File: src/hdl/windowed_extremum_level_detector_core_macros.svh
// Assertion macros for the windowed extremum level detector; expect clk and rst_n in scope.
`ifndef WINDOWED_EXTREMUM_LEVEL_DETECTOR_CORE_MACROS_SVH
`define WINDOWED_EXTREMUM_LEVEL_DETECTOR_CORE_MACROS_SVH

// Check a consequent in the same cycle as its antecedent.
`define WLD_ASSERT_SAME(lbl, ante, cons, msg) \
  lbl: assert property (@(posedge clk) disable iff (!rst_n) (ante) |-> (cons)) \
    else $error(msg);

// Check a consequent in the cycle after its antecedent.
`define WLD_ASSERT_NEXT(lbl, ante, cons, msg) \
  lbl: assert property (@(posedge clk) disable iff (!rst_n) (ante) |=> (cons)) \
    else $error(msg);

`endif

File: src/hdl/wld_pkg.sv
// Shared widths, codes and result types of the windowed extremum level detector.
`default_nettype none

package wld_pkg;

  localparam int TimeW   = 64;
  localparam int PriceW  = 32;
  localparam int LenW    = 8;
  localparam int NumSlot = 4;

  localparam logic [LenW-1:0] LenReset = 8'd45;

  // Input item kinds
  localparam logic KindPoint  = 1'b0;
  localparam logic KindLeadIn = 1'b1;

  // Result kinds
  localparam logic LevelMin = 1'b0;
  localparam logic LevelMax = 1'b1;

  typedef struct packed {
    logic [TimeW-1:0]  level_time;
    logic [PriceW-1:0] level_price;
    logic              level_kind;
  } wld_level_t;

  // Up to four results of one transaction, in delivery order (lowest slot first)
  typedef struct packed {
    logic [NumSlot-1:0]              mask;
    wld_level_t [NumSlot-1:0]        slot;
  } wld_burst_t;

endpackage

`default_nettype wire

File: src/hdl/wld_if.sv
// Channel interfaces: price input, level output and window length configuration.
`default_nettype none

interface wld_in_if import wld_pkg::*; ();
  logic              valid;
  logic              ready;
  logic              kind;
  logic [TimeW-1:0]  point_time;
  logic [PriceW-1:0] point_price;
  logic              end_of_series;

  modport source (output valid, kind, point_time, point_price, end_of_series, input ready);
  modport sink   (input valid, kind, point_time, point_price, end_of_series, output ready);
endinterface

interface wld_out_if import wld_pkg::*; ();
  logic              valid;
  logic              ready;
  logic [TimeW-1:0]  level_time;
  logic [PriceW-1:0] level_price;
  logic              level_kind;
  logic              last_of_run;

  modport source (output valid, level_time, level_price, level_kind, last_of_run, input ready);
  modport sink   (input valid, level_time, level_price, level_kind, last_of_run, output ready);
endinterface

interface wld_cfg_if import wld_pkg::*; ();
  logic            valid;
  logic            ready;
  logic [LenW-1:0] window_length;

  modport source (output valid, window_length, input ready);
  modport sink   (input valid, window_length, output ready);
endinterface

`default_nettype wire

File: src/hdl/windowed_extremum_level_detector_core.sv
// Top level of the windowed extremum level detector.
//
// in_ch carries price points (analysed points or lead-in neighbors); a
// transaction is taken when valid and ready are both high. out_ch delivers
// window minimum and maximum levels, with last_of_run on the final level
// caused by one input transaction. cfg_ch writes window_length and is always
// ready; write it only while no results are pending.
// Latency: a level appears on out_ch the cycle after the input transaction
// that decides its window. Throughput: one input per cycle while each input
// yields at most one level and out_ch is ready; an input that yields more
// holds in_ch.ready low until its last level leaves, as the single result
// register drains one level per cycle while out_ch is ready. An input is taken
// in the cycle the last pending level leaves, so receiver stalls hold it too.
// Reset (rst_n low, synchronous) closes any window, forgets the previous
// point, empties the result register and sets window_length to 45.
`default_nettype none

module windowed_extremum_level_detector_core import wld_pkg::*; #(
  parameter int MAX_WINDOW = 255,
  parameter int PRICE_BITS = 32
) (
  input  logic     clk,
  input  logic     rst_n,
  wld_in_if.sink   in_ch,
  wld_out_if.source out_ch,
  wld_cfg_if.sink  cfg_ch
);

  `include "windowed_extremum_level_detector_core_macros.svh"

  wld_burst_t         res;
  wld_level_t         out_level;
  logic               in_fire, out_fire, free, out_valid, out_last;
  logic [NumSlot-1:0] pend_mask;

  assign cfg_ch.ready = 1'b1;
  assign in_ch.ready  = free;
  assign in_fire      = in_ch.valid && free;

  // Track windows and decide levels
  wld_core #(
    .MAX_WINDOW (MAX_WINDOW),
    .PRICE_BITS (PRICE_BITS)
  ) u_core (
    .clk      (clk),
    .rst_n    (rst_n),
    .cfg_we   (cfg_ch.valid),
    .cfg_len  (cfg_ch.window_length),
    .in_fire  (in_fire),
    .in_kind  (in_ch.kind),
    .in_time  (in_ch.point_time),
    .in_price (in_ch.point_price),
    .in_eos   (in_ch.end_of_series),
    .res      (res)
  );

  // Register and serialize the results
  wld_burst u_burst (
    .clk       (clk),
    .rst_n     (rst_n),
    .load      (in_fire),
    .res       (res),
    .out_ready (out_ch.ready),
    .out_valid (out_valid),
    .out_level (out_level),
    .out_last  (out_last),
    .free      (free),
    .pend_mask (pend_mask)
  );

  assign out_fire           = out_valid && out_ch.ready;
  assign out_ch.valid       = out_valid;
  assign out_ch.level_time  = out_level.level_time;
  assign out_ch.level_price = out_level.level_price;
  assign out_ch.level_kind  = out_level.level_kind;
  assign out_ch.last_of_run = out_last;

  // A lead-in never produces a level, so the register is empty after it is taken
  `WLD_ASSERT_NEXT(a_leadin_quiet, in_fire && (in_ch.kind == KindLeadIn), !out_valid,
                   "lead-in transaction produced a level")

  // Only an end of series can add a second pair of levels
  `WLD_ASSERT_NEXT(a_pair_limit, in_fire && !in_ch.end_of_series,
                   $countones(pend_mask) <= 2, "more than two levels without end of series")

  // After the last level of a run leaves, nothing stays pending unless a new input came
  `WLD_ASSERT_NEXT(a_run_drained, out_fire && out_last && !in_fire, !out_valid,
                   "level pending after last_of_run was delivered")

  // An input is taken only when the result register can be reloaded
  `WLD_ASSERT_SAME(a_load_safe, in_fire, (pend_mask == '0) || (out_fire && out_last),
                   "input taken while levels still pending")

endmodule

`default_nettype wire

File: src/hdl/wld_core.sv
// Window tracking state, extremum registers and per-transaction level decisions.
`default_nettype none

module wld_core import wld_pkg::*; #(
  parameter int MAX_WINDOW = 255,
  parameter int PRICE_BITS = 32
) (
  input  logic              clk,
  input  logic              rst_n,
  input  logic              cfg_we,
  input  logic [LenW-1:0]   cfg_len,
  input  logic              in_fire,
  input  logic              in_kind,
  input  logic [TimeW-1:0]  in_time,
  input  logic [PriceW-1:0] in_price,
  input  logic              in_eos,
  output wld_burst_t        res
);

  localparam int PW = (PRICE_BITS < PriceW) ? PRICE_BITS : PriceW;
  localparam logic [LenW-1:0] MaxLen = LenW'(MAX_WINDOW);

  // Control state
  logic [LenW-1:0] win_len_r;
  logic [LenW-1:0] pos_r, pos_nxt;
  logic            open_r, open_nxt;
  logic [LenW-1:0] min_pos_r, min_pos_nxt;
  logic [LenW-1:0] max_pos_r, max_pos_nxt;
  logic            ln_v_r, ln_v_nxt;
  logic            prev_v_r, prev_v_nxt;

  // Payload state
  logic [PW-1:0]    min_p_r, min_p_nxt;
  logic [TimeW-1:0] min_t_r, min_t_nxt;
  logic [PW-1:0]    max_p_r, max_p_nxt;
  logic [TimeW-1:0] max_t_r, max_t_nxt;
  logic [PW-1:0]    ln_p_r, ln_p_nxt;
  logic [PW-1:0]    prev_p_r, prev_p_nxt;

  logic [PW-1:0]   p;
  logic [LenW-1:0] eff_len;
  logic            is_point, full, fresh;
  logic [LenW-1:0] last1, last2, pos_new;
  logic            lmin1, rmin1, imin1, lmax1, rmax1, imax1;
  logic            min_upd, max_upd;
  logic [LenW-1:0] min_pos_new, max_pos_new;
  logic [PW-1:0]   min_p_new, max_p_new;
  logic [TimeW-1:0] min_t_new, max_t_new;
  logic            ln_v_new;
  logic            lmin2, imin2, lmax2, imax2;

  assign p        = in_price[PW-1:0];
  assign is_point = (in_kind == KindPoint);

  // Clamp the window length to 1..MAX_WINDOW
  always_comb begin
    if (win_len_r == '0) begin
      eff_len = LenW'(1);
    end else if (win_len_r > MaxLen) begin
      eff_len = MaxLen;
    end else begin
      eff_len = win_len_r;
    end
  end

  // Decide the open window when a full one sees the next point
  assign full  = open_r && (pos_r >= eff_len);
  assign last1 = pos_r - LenW'(1);
  assign lmin1 = (min_pos_r == '0) && ln_v_r && (ln_p_r > min_p_r);
  assign rmin1 = (min_pos_r == last1) && (p > min_p_r);
  assign imin1 = (min_pos_r != '0) && (min_pos_r != last1);
  assign lmax1 = (max_pos_r == '0) && ln_v_r && (ln_p_r < max_p_r);
  assign rmax1 = (max_pos_r == last1) && (p < max_p_r);
  assign imax1 = (max_pos_r != '0) && (max_pos_r != last1);

  // Fold the point into the open window, or start a new one
  assign fresh   = !open_r || full;
  assign min_upd = !fresh && (p < min_p_r);
  assign max_upd = !fresh && (p >= max_p_r);
  assign pos_new = fresh ? LenW'(1) : pos_r + LenW'(1);
  assign last2   = fresh ? '0 : pos_r;

  always_comb begin
    if (fresh) begin
      min_pos_new = '0;
      min_p_new   = p;
      min_t_new   = in_time;
      max_pos_new = '0;
      max_p_new   = p;
      max_t_new   = in_time;
    end else begin
      min_pos_new = min_upd ? pos_r : min_pos_r;
      min_p_new   = min_upd ? p : min_p_r;
      min_t_new   = min_upd ? in_time : min_t_r;
      max_pos_new = max_upd ? pos_r : max_pos_r;
      max_p_new   = max_upd ? p : max_p_r;
      max_t_new   = max_upd ? in_time : max_t_r;
    end
  end

  assign ln_v_new = fresh ? prev_v_r : ln_v_r;

  // End of series: decide the window just updated; no right neighbor exists.
  // A left-edge extremum is either the fresh point or an unchanged old one.
  assign lmin2 = (min_pos_new == '0) && ln_v_new &&
                 (fresh ? (prev_p_r > p) : (ln_p_r > min_p_r));
  assign lmax2 = (max_pos_new == '0) && ln_v_new &&
                 (fresh ? (prev_p_r < p) : (ln_p_r < max_p_r));
  assign imin2 = (min_pos_new != '0) && (min_pos_new != last2);
  assign imax2 = (max_pos_new != '0) && (max_pos_new != last2);

  // Assemble the results of this transaction
  always_comb begin
    res.mask[0] = is_point && full && (lmin1 || rmin1 || imin1);
    res.mask[1] = is_point && full && (lmax1 || rmax1 || imax1);
    res.mask[2] = is_point && in_eos && (lmin2 || imin2);
    res.mask[3] = is_point && in_eos && (lmax2 || imax2);
    res.slot[0] = '{level_time: min_t_r, level_price: PriceW'(min_p_r), level_kind: LevelMin};
    res.slot[1] = '{level_time: max_t_r, level_price: PriceW'(max_p_r), level_kind: LevelMax};
    res.slot[2] = '{level_time: min_t_new, level_price: PriceW'(min_p_new),
                    level_kind: LevelMin};
    res.slot[3] = '{level_time: max_t_new, level_price: PriceW'(max_p_new),
                    level_kind: LevelMax};
  end

  // Next state
  always_comb begin
    pos_nxt     = pos_r;
    open_nxt    = open_r;
    min_pos_nxt = min_pos_r;
    max_pos_nxt = max_pos_r;
    ln_v_nxt    = ln_v_r;
    prev_v_nxt  = prev_v_r;
    min_p_nxt   = min_p_r;
    min_t_nxt   = min_t_r;
    max_p_nxt   = max_p_r;
    max_t_nxt   = max_t_r;
    ln_p_nxt    = ln_p_r;
    prev_p_nxt  = prev_p_r;
    if (in_fire) begin
      if (is_point) begin
        min_pos_nxt = min_pos_new;
        max_pos_nxt = max_pos_new;
        min_p_nxt   = min_p_new;
        min_t_nxt   = min_t_new;
        max_p_nxt   = max_p_new;
        max_t_nxt   = max_t_new;
        ln_v_nxt    = ln_v_new;
        ln_p_nxt    = fresh ? prev_p_r : ln_p_r;
        prev_p_nxt  = p;
        open_nxt    = !in_eos;
        pos_nxt     = in_eos ? '0 : pos_new;
        prev_v_nxt  = !in_eos;
      end else if (!open_r) begin
        prev_p_nxt = p;
        prev_v_nxt = 1'b1;
      end
    end
  end

  // Hold control state and the configured length
  always_ff @(posedge clk) begin
    if (!rst_n) begin
      win_len_r <= LenReset;
      pos_r     <= '0;
      open_r    <= 1'b0;
      min_pos_r <= '0;
      max_pos_r <= '0;
      ln_v_r    <= 1'b0;
      prev_v_r  <= 1'b0;
    end else begin
      if (cfg_we) begin
        win_len_r <= cfg_len;
      end
      pos_r     <= pos_nxt;
      open_r    <= open_nxt;
      min_pos_r <= min_pos_nxt;
      max_pos_r <= max_pos_nxt;
      ln_v_r    <= ln_v_nxt;
      prev_v_r  <= prev_v_nxt;
    end
  end

  // Hold prices and timestamps
  always_ff @(posedge clk) begin
    min_p_r  <= min_p_nxt;
    min_t_r  <= min_t_nxt;
    max_p_r  <= max_p_nxt;
    max_t_r  <= max_t_nxt;
    ln_p_r   <= ln_p_nxt;
    prev_p_r <= prev_p_nxt;
  end

endmodule

`default_nettype wire

File: src/hdl/wld_burst.sv
// Result register: holds the levels of one transaction and hands them out one per cycle while out_ready is high.
`default_nettype none

module wld_burst import wld_pkg::*; (
  input  logic               clk,
  input  logic               rst_n,
  input  logic               load,
  input  wld_burst_t         res,
  input  logic               out_ready,
  output logic               out_valid,
  output wld_level_t         out_level,
  output logic               out_last,
  output logic               free,
  output logic [NumSlot-1:0] pend_mask
);

  logic [NumSlot-1:0] mask_r, mask_nxt;
  wld_level_t [NumSlot-1:0] slot_r;
  logic [NumSlot-1:0] sel, remain;
  logic               out_fire;

  // Pick the lowest pending slot
  assign sel       = mask_r & (~mask_r + NumSlot'(1));
  assign out_valid = |mask_r;
  assign out_last  = ((mask_r & (mask_r - NumSlot'(1))) == '0);
  assign out_fire  = out_valid && out_ready;
  assign remain    = out_fire ? (mask_r & ~sel) : mask_r;
  assign free      = (remain == '0);
  assign pend_mask = mask_r;

  always_comb begin
    priority if (mask_r[0]) begin
      out_level = slot_r[0];
    end else if (mask_r[1]) begin
      out_level = slot_r[1];
    end else if (mask_r[2]) begin
      out_level = slot_r[2];
    end else begin
      out_level = slot_r[3];
    end
  end

  // Drop delivered slots, take a new set on load (the top loads once none remain)
  assign mask_nxt = load ? res.mask : remain;

  always_ff @(posedge clk) begin
    if (!rst_n) begin
      mask_r <= '0;
    end else begin
      mask_r <= mask_nxt;
    end
  end

  always_ff @(posedge clk) begin
    if (load) begin
      slot_r <= res.slot;
    end
  end

endmodule

`default_nettype wire

File: src/flat_wrapper.sv
// flat-port wrapper written by rule: the top's interface ports become plain ports
module windowed_extremum_level_detector_core_flat import wld_pkg::*;
#(
  parameter int MAX_WINDOW = 255,
  parameter int PRICE_BITS = 32
)
  (clk, rst_n, in_ch_valid, in_ch_kind, in_ch_point_time, in_ch_point_price, in_ch_end_of_series, in_ch_ready, out_ch_valid, out_ch_level_time, out_ch_level_price, out_ch_level_kind, out_ch_last_of_run, out_ch_ready, cfg_ch_valid, cfg_ch_window_length, cfg_ch_ready);
  wld_in_if in_ch_i ();
  wld_out_if out_ch_i ();
  wld_cfg_if cfg_ch_i ();
  input  logic clk;
  input  logic rst_n;
  input wire logic [$bits(in_ch_i.valid)-1:0] in_ch_valid;
  input wire logic [$bits(in_ch_i.kind)-1:0] in_ch_kind;
  input wire logic [$bits(in_ch_i.point_time)-1:0] in_ch_point_time;
  input wire logic [$bits(in_ch_i.point_price)-1:0] in_ch_point_price;
  input wire logic [$bits(in_ch_i.end_of_series)-1:0] in_ch_end_of_series;
  output wire logic [$bits(in_ch_i.ready)-1:0] in_ch_ready;
  output wire logic [$bits(out_ch_i.valid)-1:0] out_ch_valid;
  output wire logic [$bits(out_ch_i.level_time)-1:0] out_ch_level_time;
  output wire logic [$bits(out_ch_i.level_price)-1:0] out_ch_level_price;
  output wire logic [$bits(out_ch_i.level_kind)-1:0] out_ch_level_kind;
  output wire logic [$bits(out_ch_i.last_of_run)-1:0] out_ch_last_of_run;
  input wire logic [$bits(out_ch_i.ready)-1:0] out_ch_ready;
  input wire logic [$bits(cfg_ch_i.valid)-1:0] cfg_ch_valid;
  input wire logic [$bits(cfg_ch_i.window_length)-1:0] cfg_ch_window_length;
  output wire logic [$bits(cfg_ch_i.ready)-1:0] cfg_ch_ready;
  assign in_ch_i.valid = in_ch_valid;
  assign in_ch_i.kind = in_ch_kind;
  assign in_ch_i.point_time = in_ch_point_time;
  assign in_ch_i.point_price = in_ch_point_price;
  assign in_ch_i.end_of_series = in_ch_end_of_series;
  assign in_ch_ready = in_ch_i.ready;
  assign out_ch_valid = out_ch_i.valid;
  assign out_ch_level_time = out_ch_i.level_time;
  assign out_ch_level_price = out_ch_i.level_price;
  assign out_ch_level_kind = out_ch_i.level_kind;
  assign out_ch_last_of_run = out_ch_i.last_of_run;
  assign out_ch_i.ready = out_ch_ready;
  assign cfg_ch_i.valid = cfg_ch_valid;
  assign cfg_ch_i.window_length = cfg_ch_window_length;
  assign cfg_ch_ready = cfg_ch_i.ready;
  windowed_extremum_level_detector_core #(.MAX_WINDOW(MAX_WINDOW), .PRICE_BITS(PRICE_BITS)) u_core (.clk(clk), .rst_n(rst_n), .in_ch(in_ch_i), .out_ch(out_ch_i), .cfg_ch(cfg_ch_i));
endmodule
File: config.mk
export PLATFORM = sky130hd
export DESIGN_NAME = windowed_extremum_level_detector_core_flat
export DESIGN_NICKNAME = d
export VERILOG_FILES = /design/src/hdl/wld_pkg.sv /design/src/hdl/wld_if.sv /design/src/hdl/windowed_extremum_level_detector_core.sv /design/src/hdl/wld_core.sv /design/src/hdl/wld_burst.sv /design/src/flat_wrapper.sv
export VERILOG_INCLUDE_DIRS = /design/src /design/src/hdl
export SDC_FILE = /design/constraint.sdc
export NUM_CORES = 1
export LEC_CHECK = 0
export ABC_AREA = 1
export BUFFER_PORTS_ARGS = -buffer_cell sky130_fd_sc_hd__buf_2
export CAP_MARGIN = 20
export CELL_PAD_IN_SITES_DETAIL_PLACEMENT = 1
export CELL_PAD_IN_SITES_GLOBAL_PLACEMENT = 1
export CORE_MARGIN = 2
export CORE_UTILIZATION = 45
export CTS_CLUSTER_SIZE = 14
export DETAILED_ROUTE_END_ITERATION = 6
export PLACE_DENSITY_LB_ADDON = 0.12
export REMOVE_ABC_BUFFERS = 1
export SYNTH_ARGS = -nofsm -noshare
export SYNTH_HDL_FRONTEND = slang
export SYNTH_SLANG_ARGS = --single-unit
File: constraint.sdc
create_clock -name clk -period 13.2 [get_ports clk]
set_input_delay 1.32 -clock clk [delete_from_list [all_inputs] [get_ports clk]]
set_output_delay 1.32 -clock clk [all_outputs]
set_load 0.05 [all_outputs]
==> results of run 1 <==
## worst paths after layout
check	startpoint	endpoint	slack (ns)	depth (start not counted)
setup / recovery	in_ch_point_price[31]	u_core.u_core.min_t_r[54]$_DFFE_PP_	7.96	12
hold / removal	u_core.u_core.max_t_r[48]$_DFFE_PP_	u_core.u_burst.slot_r[178]$_DFFE_PP_	0.44	0
hold reg to reg	u_core.u_core.max_t_r[48]$_DFFE_PP_	u_core.u_burst.slot_r[178]$_DFFE_PP_	0.44	0
setup reg to reg	u_core.u_core.min_p_r[31]$_DFFE_PP_	u_core.u_core.min_t_r[54]$_DFFE_PP_	8.37	12
## cells in the final DEF, fill, tap and decap left out, types with 5 or more instances in the layout
cell type,count
sky130_fd_sc_hd__nand4_1,38
sky130_fd_sc_hd__dfxtp_1,37
sky130_fd_sc_hd__ha_1,169
sky130_fd_sc_hd__o21ai_0,289
sky130_fd_sc_hd__nand2_1,508
sky130_fd_sc_hd__buf_4,19
sky130_fd_sc_hd__o21ai_1,44
sky130_fd_sc_hd__clkinv_1,11
sky130_fd_sc_hd__nor3_1,11
sky130_fd_sc_hd__nor2_1,87
sky130_fd_sc_hd__a22oi_1,69
sky130_fd_sc_hd__buf_2,210
sky130_fd_sc_hd__inv_2,10
sky130_fd_sc_hd__xor2_1,20
sky130_fd_sc_hd__nand3_1,138
sky130_fd_sc_hd__a21oi_1,143
sky130_fd_sc_hd__nor4_1,6
sky130_fd_sc_hd__clkbuf_1,24
sky130_fd_sc_hd__clkbuf_16,77
sky130_fd_sc_hd__clkinv_2,9
sky130_fd_sc_hd__nor2_4,5
sky130_fd_sc_hd__edfxtp_1,640
sky130_fd_sc_hd__o211ai_1,13
sky130_fd_sc_hd__bufinv_16,10
sky130_fd_sc_hd__inv_1,339
sky130_fd_sc_hd__o21a_1,9
sky130_fd_sc_hd__a211oi_1,6
## Yosys cell counts (all sizes together)
cell type | instances | area, um^2
nand2 | 512 | 1930
a21oi | 145 | 741
edfxtp | 640 | 19200
o211ai | 13 | 97.6
a22oi | 69 | 518
ha | 169 | 2110
conb | 1 | 3.75
buf | 43 | 201
a211oi | 6 | 45.0
nor3 | 12 | 71.3
clkinv | 1 | 3.75
xor2 | 20 | 175
and3 | 1 | 6.26
nand4 | 39 | 250
nor4 | 8 | 62.6
nor4b | 2 | 17.5
o21a | 9 | 67.6
or2 | 1 | 6.26
clkbuf | 71 | 267
o31ai | 1 | 7.51
nor3b | 1 | 7.51
o221ai | 4 | 35.0
nor2 | 94 | 368
nand3 | 140 | 711
a21o | 1 | 7.51
inv | 352 | 1320
a41o | 1 | 10.0
o21bai | 1 | 7.51
o21ai | 333 | 1670
xnor2 | 1 | 8.76
dfxtp | 39 | 781
## sequential cells by signal (all words and copies together) (netlist names)
register and flops:
u_core.u_burst.pend_mask 4, u_core.u_burst.slot_r 384, u_core.u_core.ln_p_r 32, u_core.u_core.ln_v_r 1
u_core.u_core.max_p_r 32, u_core.u_core.max_pos_r 8, u_core.u_core.max_t_r 64, u_core.u_core.min_p_r 32
u_core.u_core.min_pos_r 8, u_core.u_core.min_t_r 64, u_core.u_core.open_r 1, u_core.u_core.pos_r 8
u_core.u_core.prev_p_r 32, u_core.u_core.prev_v_r 1, u_core.u_core.win_len_r 8
## stage by stage
stage | instance area, um^2 | worst slack [ns] | instances
after global routing | 35200 | 7.64 | 3861
after CTS | 35200 | 7.85 | 3859
final | 35200 | 7.96 | 3862
after floorplan | 30300 | -1.07 | 2616
after global placement | 32600 | 7.50 | 3719
after detailed placement | 32600 | 7.20 | 3719
## cell type report
| cell class | instances | area, um^2 | share of cell area |
|---|---|---|---|
| clock buffer | 101 | 2020 | 0.0573 |
| multi-input combinational | 1584 | 8980 | 0.255 |
| antenna | 3 | 7.51 | 0.000213 |
| inverter | 353 | 1340 | 0.0381 |
| sequential | 679 | 20000 | 0.569 |
| clock inverter | 39 | 518 | 0.0147 |
| tap | 873 | 1090 | 0.0311 |
| timing repair buffer | 230 | 1210 | 0.0345 |
## kinds of logic after synthesis
| kind of cell | synth area share |
|---|---|
| DFF | 0.651 |
| and+or+nand+nor | 0.112 |
| xor gates and xnor gates | 0.00599 |
| other | 0.000122 |
| AOI/OAI and AO/OA | 0.104 |
| adders and majority gates | 0.0688 |
| buffers and inverters | 0.0584 |
## metal layers
metal	up-vias	GRT usage	share of wire
met5	-	0	0.00083
met4	10	0.0678	0.022
met3	105	0.0335	0.041
met2	383	0.403	0.50
met1	10400	0.289	0.43
li1	9997	-	-
## where the power goes
part	internal [mW]	switching [mW]	total [mW]	leakage, nW
sequential	2.55	0.0562	2.61	6.50
clock	1.28	0.881	2.16	1.22
combinational	0.148	0.423	0.571	6.73
total	3.98	1.36	5.34	14.4
==> results.rst, run 1 <==
.. list-table::
   :header-rows: 1

   * - Metric
     - Value
   * - Clock insertion delay at the later pin of the skew report
     - 0.63 ns
   * - Final #Nets
     - 3204
   * - Average detailed-routed wire length per instance
     - 20.9 um
   * - Power density over the cells
     - 152 mW/mm^2
   * - Post-cts repair resize count
     - 0
   * - Root Driver
     - sky130_fd_sc_hd__clkbuf_16
   * - Maximum root-to-sink buffer count
     - 3
   * - Per-cell via count in the routed design
     - 5.41
   * - FP Rows
     - 95
   * - Required @ worst endpoint
     - 13.50 ns
   * - Worst Setup End Kind
     - register
   * - FF+latch count, synth
     - 679
   * - Min cycle time layout
     - 5.24 ns
   * - Layout filler cell count
     - 7203
   * - Setup TNS
     - 0 ns
   * - Final weighted congestion of routability-driven global placement
     - 0.865
   * - Kind of cell adding the most delay to the critical path
     - simple AND/OR/NAND/NOR gates
   * - Portion of the post-synthesis area used by sequential elements
     - 0.651
   * - Hold Path Class
     - reg -> reg
   * - CTS tree
     - built
   * - Final wirelength
     - 80600 um
   * - Gate count after technology mapping
     - 2730
   * - Result of the run
     - finished clean
   * - Number of distinct library cell variants in the gate-level netlist after synthesis
     - 44
   * - Total track usage
     - 0.228
   * - Cell breakdown of the critical path
     - buf_2 > ha_1 > nand2_1 > nor2_1 > nand2_1 > nor4_2 > nand2_2 > nand2_2 > nand2_4 > inv_4 > buf_4 > o21ai_0
   * - Max_cap viols
     - 0
   * - Total design power
     - 5.34 mW
   * - Largest net degree at the start of global routing
     - 171
   * - Final core utilization
     - 0.522
   * - Via count of the first global-routing pass
     - 22300
   * - CTS H-tree depth
     - 3
   * - Largest stage delay on the critical path
     - 0.74 ns
   * - Classification of the worst setup path
     - in -> reg
   * - DR DRC count
     - 0
   * - Port Buffers
     - 210
   * - RSZ-0062 raised after global routing
     - no
   * - Arrival time of the worst setup path
     - 5.54 ns
   * - Count of buffers added by post-CTS timing repair for setup
     - 0
   * - Number of hold buffers added after CTS
     - 0
   * - Max Fanout on Critical Path
     - 66
   * - Leakage power total
     - 14.4 nW
   * - Post-route clock skew
     - 0.0251 ns
   * - Fraction of layout instances using a drive strength above 1
     - 0.124
   * - Type of origin of the critical path
     - primary input
   * - Netlist area before placement
     - 0.0307 mm^2
   * - Number of endpoints failing setup at the final stage
     - 0
   * - Num Clock Sinks
     - 679
   * - Slew of the pin with the lowest slew margin
     - 1.13 ns
   * - Post-synthesis area per instance
     - 11.3 um^2
   * - Die Y
     - 265 um
   * - Starting Density
     - 0.456
   * - Synth-to-layout area growth
     - 14.5%
   * - Final hold violation count
     - 0
   * - Worst hold margin
     - 0.437 ns
   * - First-pass GRT wire length
     - 125000 um
   * - Max-slew violation total from the final report
     - 0
   * - Initial DRC count
     - 1296
   * - Number of warning messages in the yosys log
     - 0
   * - Boundary Pins
     - 212
   * - Initial antenna violation count
     - 7
   * - Detailed-placement wirelength estimate
     - 51300 um
   * - Die area
     - 0.0704 mm^2
   * - Routed vias
     - 20900
   * - VDD IR max
     - 0.0791 mV
   * - Cell at the slowest stage of the critical path
     - sky130_fd_sc_hd__inv_4
   * - Residual antenna-violating net count after detailed routing
     - 0
   * - Period utilization
     - 0.397
   * - Total overflow reported by the global router
     - 0
   * - Clock transition time at the flip-flop clock pins of the worst setup and hold paths
     - 0.06 ns
   * - Number of clock buffers inserted by TritonCTS
     - 76
   * - Core area
     - 0.0674 mm^2
   * - Pre-Repair DR Iteration Count
     - 5
   * - Worst path buffer plus inverter count
     - 3
   * - Worst max-slew margin expressed relative to the limit
     - 0.247
   * - Die X
     - 265 um
   * - Highest achievable clock rate
     - 0.191 GHz
Note: power is estimated with default switching activity, not from simulation.
==> run 2: changes to the inputs <==
CORE_UTILIZATION = 44   (was 45)
clock period = 4.5 ns   (was 13.2 ns; I/O delays follow)
==> results.rst, run 2 (synthesis gave the netlist of run 1 again) <==
.. list-table::
   :header-rows: 1

   * - Metric
     - Value
   * - Per-cell via count in the routed design
     - 5.35 (was 5.41)
   * - Setup TNS
     - 0 ns (unchanged)
   * - Final weighted congestion of routability-driven global placement
     - 0.855 (was 0.865)
   * - Number of clock buffers inserted by TritonCTS
     - 76 (unchanged)
   * - Core area
     - 0.0688 mm^2 (was 0.0674 mm^2)
   * - Classification of the worst setup path
     - reg -> out (was in -> reg)
   * - Max Fanout on Critical Path
     - 59 (was 66)
   * - Total overflow reported by the global router
     - 0 (unchanged)
   * - Detailed-placement wirelength estimate
     - 51700 um (was 51300 um)
   * - Die X
     - 268 um (was 265 um)
   * - Flip-flop count of the largest register after layout
     - 384 (unchanged)
   * - Total track usage
     - 0.227 (was 0.228)
   * - Initial antenna violation count
     - 7 (unchanged)
   * - Worst path buffer plus inverter count
     - 4 (was 3)
   * - Layout filler cell count
     - 7345 (was 7203)
   * - Clock insertion delay at the later pin of the skew report
     - 0.62 ns (was 0.63 ns)
   * - Worst Setup End Kind
     - output port (was register)
   * - Number of hold buffers added after CTS
     - 0 (unchanged)
   * - Max_cap viols
     - 0 (unchanged)
   * - Synth-to-layout area growth
     - 14.7% (was 14.5%)
   * - DR DRC count
     - 0 (unchanged)
   * - Worst max-slew margin expressed relative to the limit
     - 0.302 (was 0.247)
   * - Largest stage delay on the critical path
     - 0.80 ns (was 0.74 ns)
   * - Starting Density
     - 0.446 (was 0.456)
   * - Via count of the first global-routing pass
     - 22400 (was 22300)
   * - CTS tree
     - built (unchanged)
   * - Clock transition time at the flip-flop clock pins of the worst setup and hold paths
     - 0.06 ns (about the same)
   * - Die area
     - 0.0720 mm^2 (was 0.0704 mm^2)
   * - Num Clock Sinks
     - 679 (unchanged)
   * - Largest net degree at the start of global routing
     - 161 (was 171)
   * - Hold Path Class
     - in -> reg (was reg -> reg)
   * - Cell depth of the worst hold path
     - 3 (was 0)
   * - CTS H-tree depth
     - 3 (unchanged)
   * - Most common cell after layout, fill and taps aside
     - sky130_fd_sc_hd__edfxtp_1 (unchanged)
   * - FF-to-FF path depth
     - 11 (was 12)
   * - Kind of cell adding the most delay to the critical path
     - buffers and inverters (was simple AND/OR/NAND/NOR gates)
   * - Port Buffers
     - 210 (unchanged)
   * - Critical Path Most Common Cell
     - sky130_fd_sc_hd__buf_4
   * - RSZ-0062 raised after global routing
     - no (unchanged)
   * - Power density over the cells
     - 435 mW/mm^2 (was 152 mW/mm^2)
   * - Most flops, register
     - u_core.u_burst.slot_r (unchanged)
   * - Period utilization
     - 0.915
   * - Cell breakdown of the critical path
     - nor2_4 > buf_4 > buf_4 > a22oi_1 > nand3_1 > o21ai_0 > inv_1 > buf_2 (was buf_2 > ha_1 > nand2_1 > nor2_1 > nand2_1 > nor4_2 > nand2_2 > nand2_2 > nand2_4 > inv_4 > buf_4 > o21ai_0)
   * - Final #Nets
     - 3211 (was 3204)
   * - Boundary Pins
     - 212 (unchanged)
   * - Standard cell area after detailed placement
     - 0.0329 mm^2 (was 0.0326 mm^2)
   * - Arrival time of the worst setup path
     - 3.67 ns (was 5.54 ns)
   * - Root Driver
     - sky130_fd_sc_hd__clkbuf_16 (unchanged)
   * - Residual antenna-violating net count after detailed routing
     - 0 (unchanged)
   * - Count of buffers added by post-CTS timing repair for setup
     - 0 (unchanged)
   * - Initial DRC count
     - 1345 (was 1296)
   * - Cell at the slowest stage of the critical path
     - sky130_fd_sc_hd__buf_4 (was sky130_fd_sc_hd__inv_4)
   * - Highest achievable clock rate
     - 0.243 GHz
   * - Highest-count cells in the layout ignoring fill and taps
     - sky130_fd_sc_hd__edfxtp_1, sky130_fd_sc_hd__nand2_1, sky130_fd_sc_hd__inv_1 (unchanged)
   * - Required @ worst endpoint
     - 4.05 ns (was 13.50 ns)
   * - Pre-Repair DR Iteration Count
     - 5 (unchanged)
   * - First-pass GRT wire length
     - 126000 um (was 125000 um)
   * - Number of gates on the worst path with buffers counted
     - 8 (was 12)
   * - VDD IR max
     - 0.250 mV (was 0.0791 mV)
   * - Result of the run
     - finished clean (unchanged)
   * - Non-Filler Cell Area, Final
     - 0.0352 mm^2 (about the same)
   * - Die Y
     - 268 um (was 265 um)
   * - Average detailed-routed wire length per instance
     - 20.6 um (was 20.9 um)
   * - Leakage power total
     - 14.4 nW (about the same)
   * - Routed vias
     - 21000 (was 20900)
   * - Fraction of layout instances using a drive strength above 1
     - 0.124 (about the same)
   * - Type of origin of the critical path
     - register (was primary input)
   * - Min cycle time layout
     - 4.12 ns
   * - Post-route clock skew
     - 0.0166 ns (was 0.0251 ns)
   * - Maximum root-to-sink buffer count
     - 3 (unchanged)
   * - Max-slew violation total from the final report
     - 0 (unchanged)
   * - Number of endpoints failing setup at the final stage
     - 0 (unchanged)
   * - Slew of the pin with the lowest slew margin
     - 1.05 ns (was 1.13 ns)
   * - Largest registers ranked by flip-flop count
     - u_core.u_burst.slot_r (384), u_core.u_core.max_t_r (64), u_core.u_core.min_t_r (64) (unchanged)
   * - Final wirelength
     - 80900 um (was 80600 um)
   * - FP Rows
     - 96 (was 95)
   * - Post-cts repair resize count
     - 0 (unchanged)
   * - Final hold violation count
     - 0 (unchanged)
## run 2: cell types whose count changed in the layout (fill, tap and decap cells not counted), moves of 2 or more
cell / before / now
sky130_fd_sc_hd__clkinvlp_4: 3 / 0
sky130_fd_sc_hd__buf_12: 1 / 10
sky130_fd_sc_hd__clkinv_1: 11 / 17
sky130_fd_sc_hd__clkinv_2: 9 / 11
sky130_fd_sc_hd__buf_4: 19 / 17
sky130_fd_sc_hd__clkbuf_1: 24 / 22
sky130_fd_sc_hd__bufinv_16: 10 / 5
## run 2: layout make-up
cell class | instances | area [um^2] | share of cell area
antenna | 4 | 10.0 | 0.000284
clock buffer | 100 | 2030 | 0.0577
clock inverter | 37 | 330 | 0.00937
inverter | 353 | 1340 | 0.0380
multi-input combinational | 1584 | 8970 | 0.255
sequential | 679 | 20000 | 0.568
tap | 931 | 1160 | 0.0331
timing repair buffer | 237 | 1380 | 0.0391
## run 2: tightest hold or removal path, cell delays in order
cell	delay, ns
sky130_fd_sc_hd__buf_2	0.07
sky130_fd_sc_hd__nand2_1	0.04
sky130_fd_sc_hd__nand3_1	0.07
## run 2: metrics by stage
step	total power, mW	worst slack, ns	util	hold WS, ns	instances
global placement	9.37	0.981	0.477	0.430	3784
global route	15.9	0.229	0.512	0.0703	3925
CTS	15.5	0.338	0.512	0.0226	3921
detailed placement	9.47	0.932	0.477	0.434	3784
finish	15.3	0.382	0.512	0.0509	3925
floorplan	8.92	-9.77	-	0.426	2616
## run 2: path summary, 6_finish.rpt
| path | startpoint | endpoint | slack, ns |
|---|---|---|---|
| worst max-delay path | u_core.u_burst.pend_mask[1]$_SDFF_PN0_ | out_ch_level_price[1] | 0.38 |
| worst min-delay path | cfg_ch_window_length[0] | u_core.u_core.win_len_r[0]$_SDFFE_PN1P_ | 0.05 |
| worst max register to register | u_core.u_core.min_p_r[31]$_DFFE_PP_ | u_core.u_core.min_p_r[27]$_DFFE_PP_ | 1.00 |
| worst min register to register | u_core.u_core.min_p_r[1]$_DFFE_PP_ | u_core.u_burst.slot_r[2]$_DFFE_PP_ | 0.44 |
## run 2: power breakdown
group | total [mW] | switching, mW | internal [mW]
Combinational | 1.69 | 1.24 | 0.449
Sequential | 7.64 | 0.164 | 7.47
Clock | 6.00 | 2.52 | 3.48
Total | 15.3 | 3.93 | 11.4
## run 2: layer usage
| layer | track usage | up-vias | wire, um |
|---|---|---|---|
| li1 | - | 9993 | - |
| met1 | 0.295 | 10500 | 35500 |
| met2 | 0.389 | 371 | 40000 |
| met3 | 0.0344 | 122 | 3370 |
| met4 | 0.0761 | 6 | 2030 |
| met5 | 0 | - | 44 |
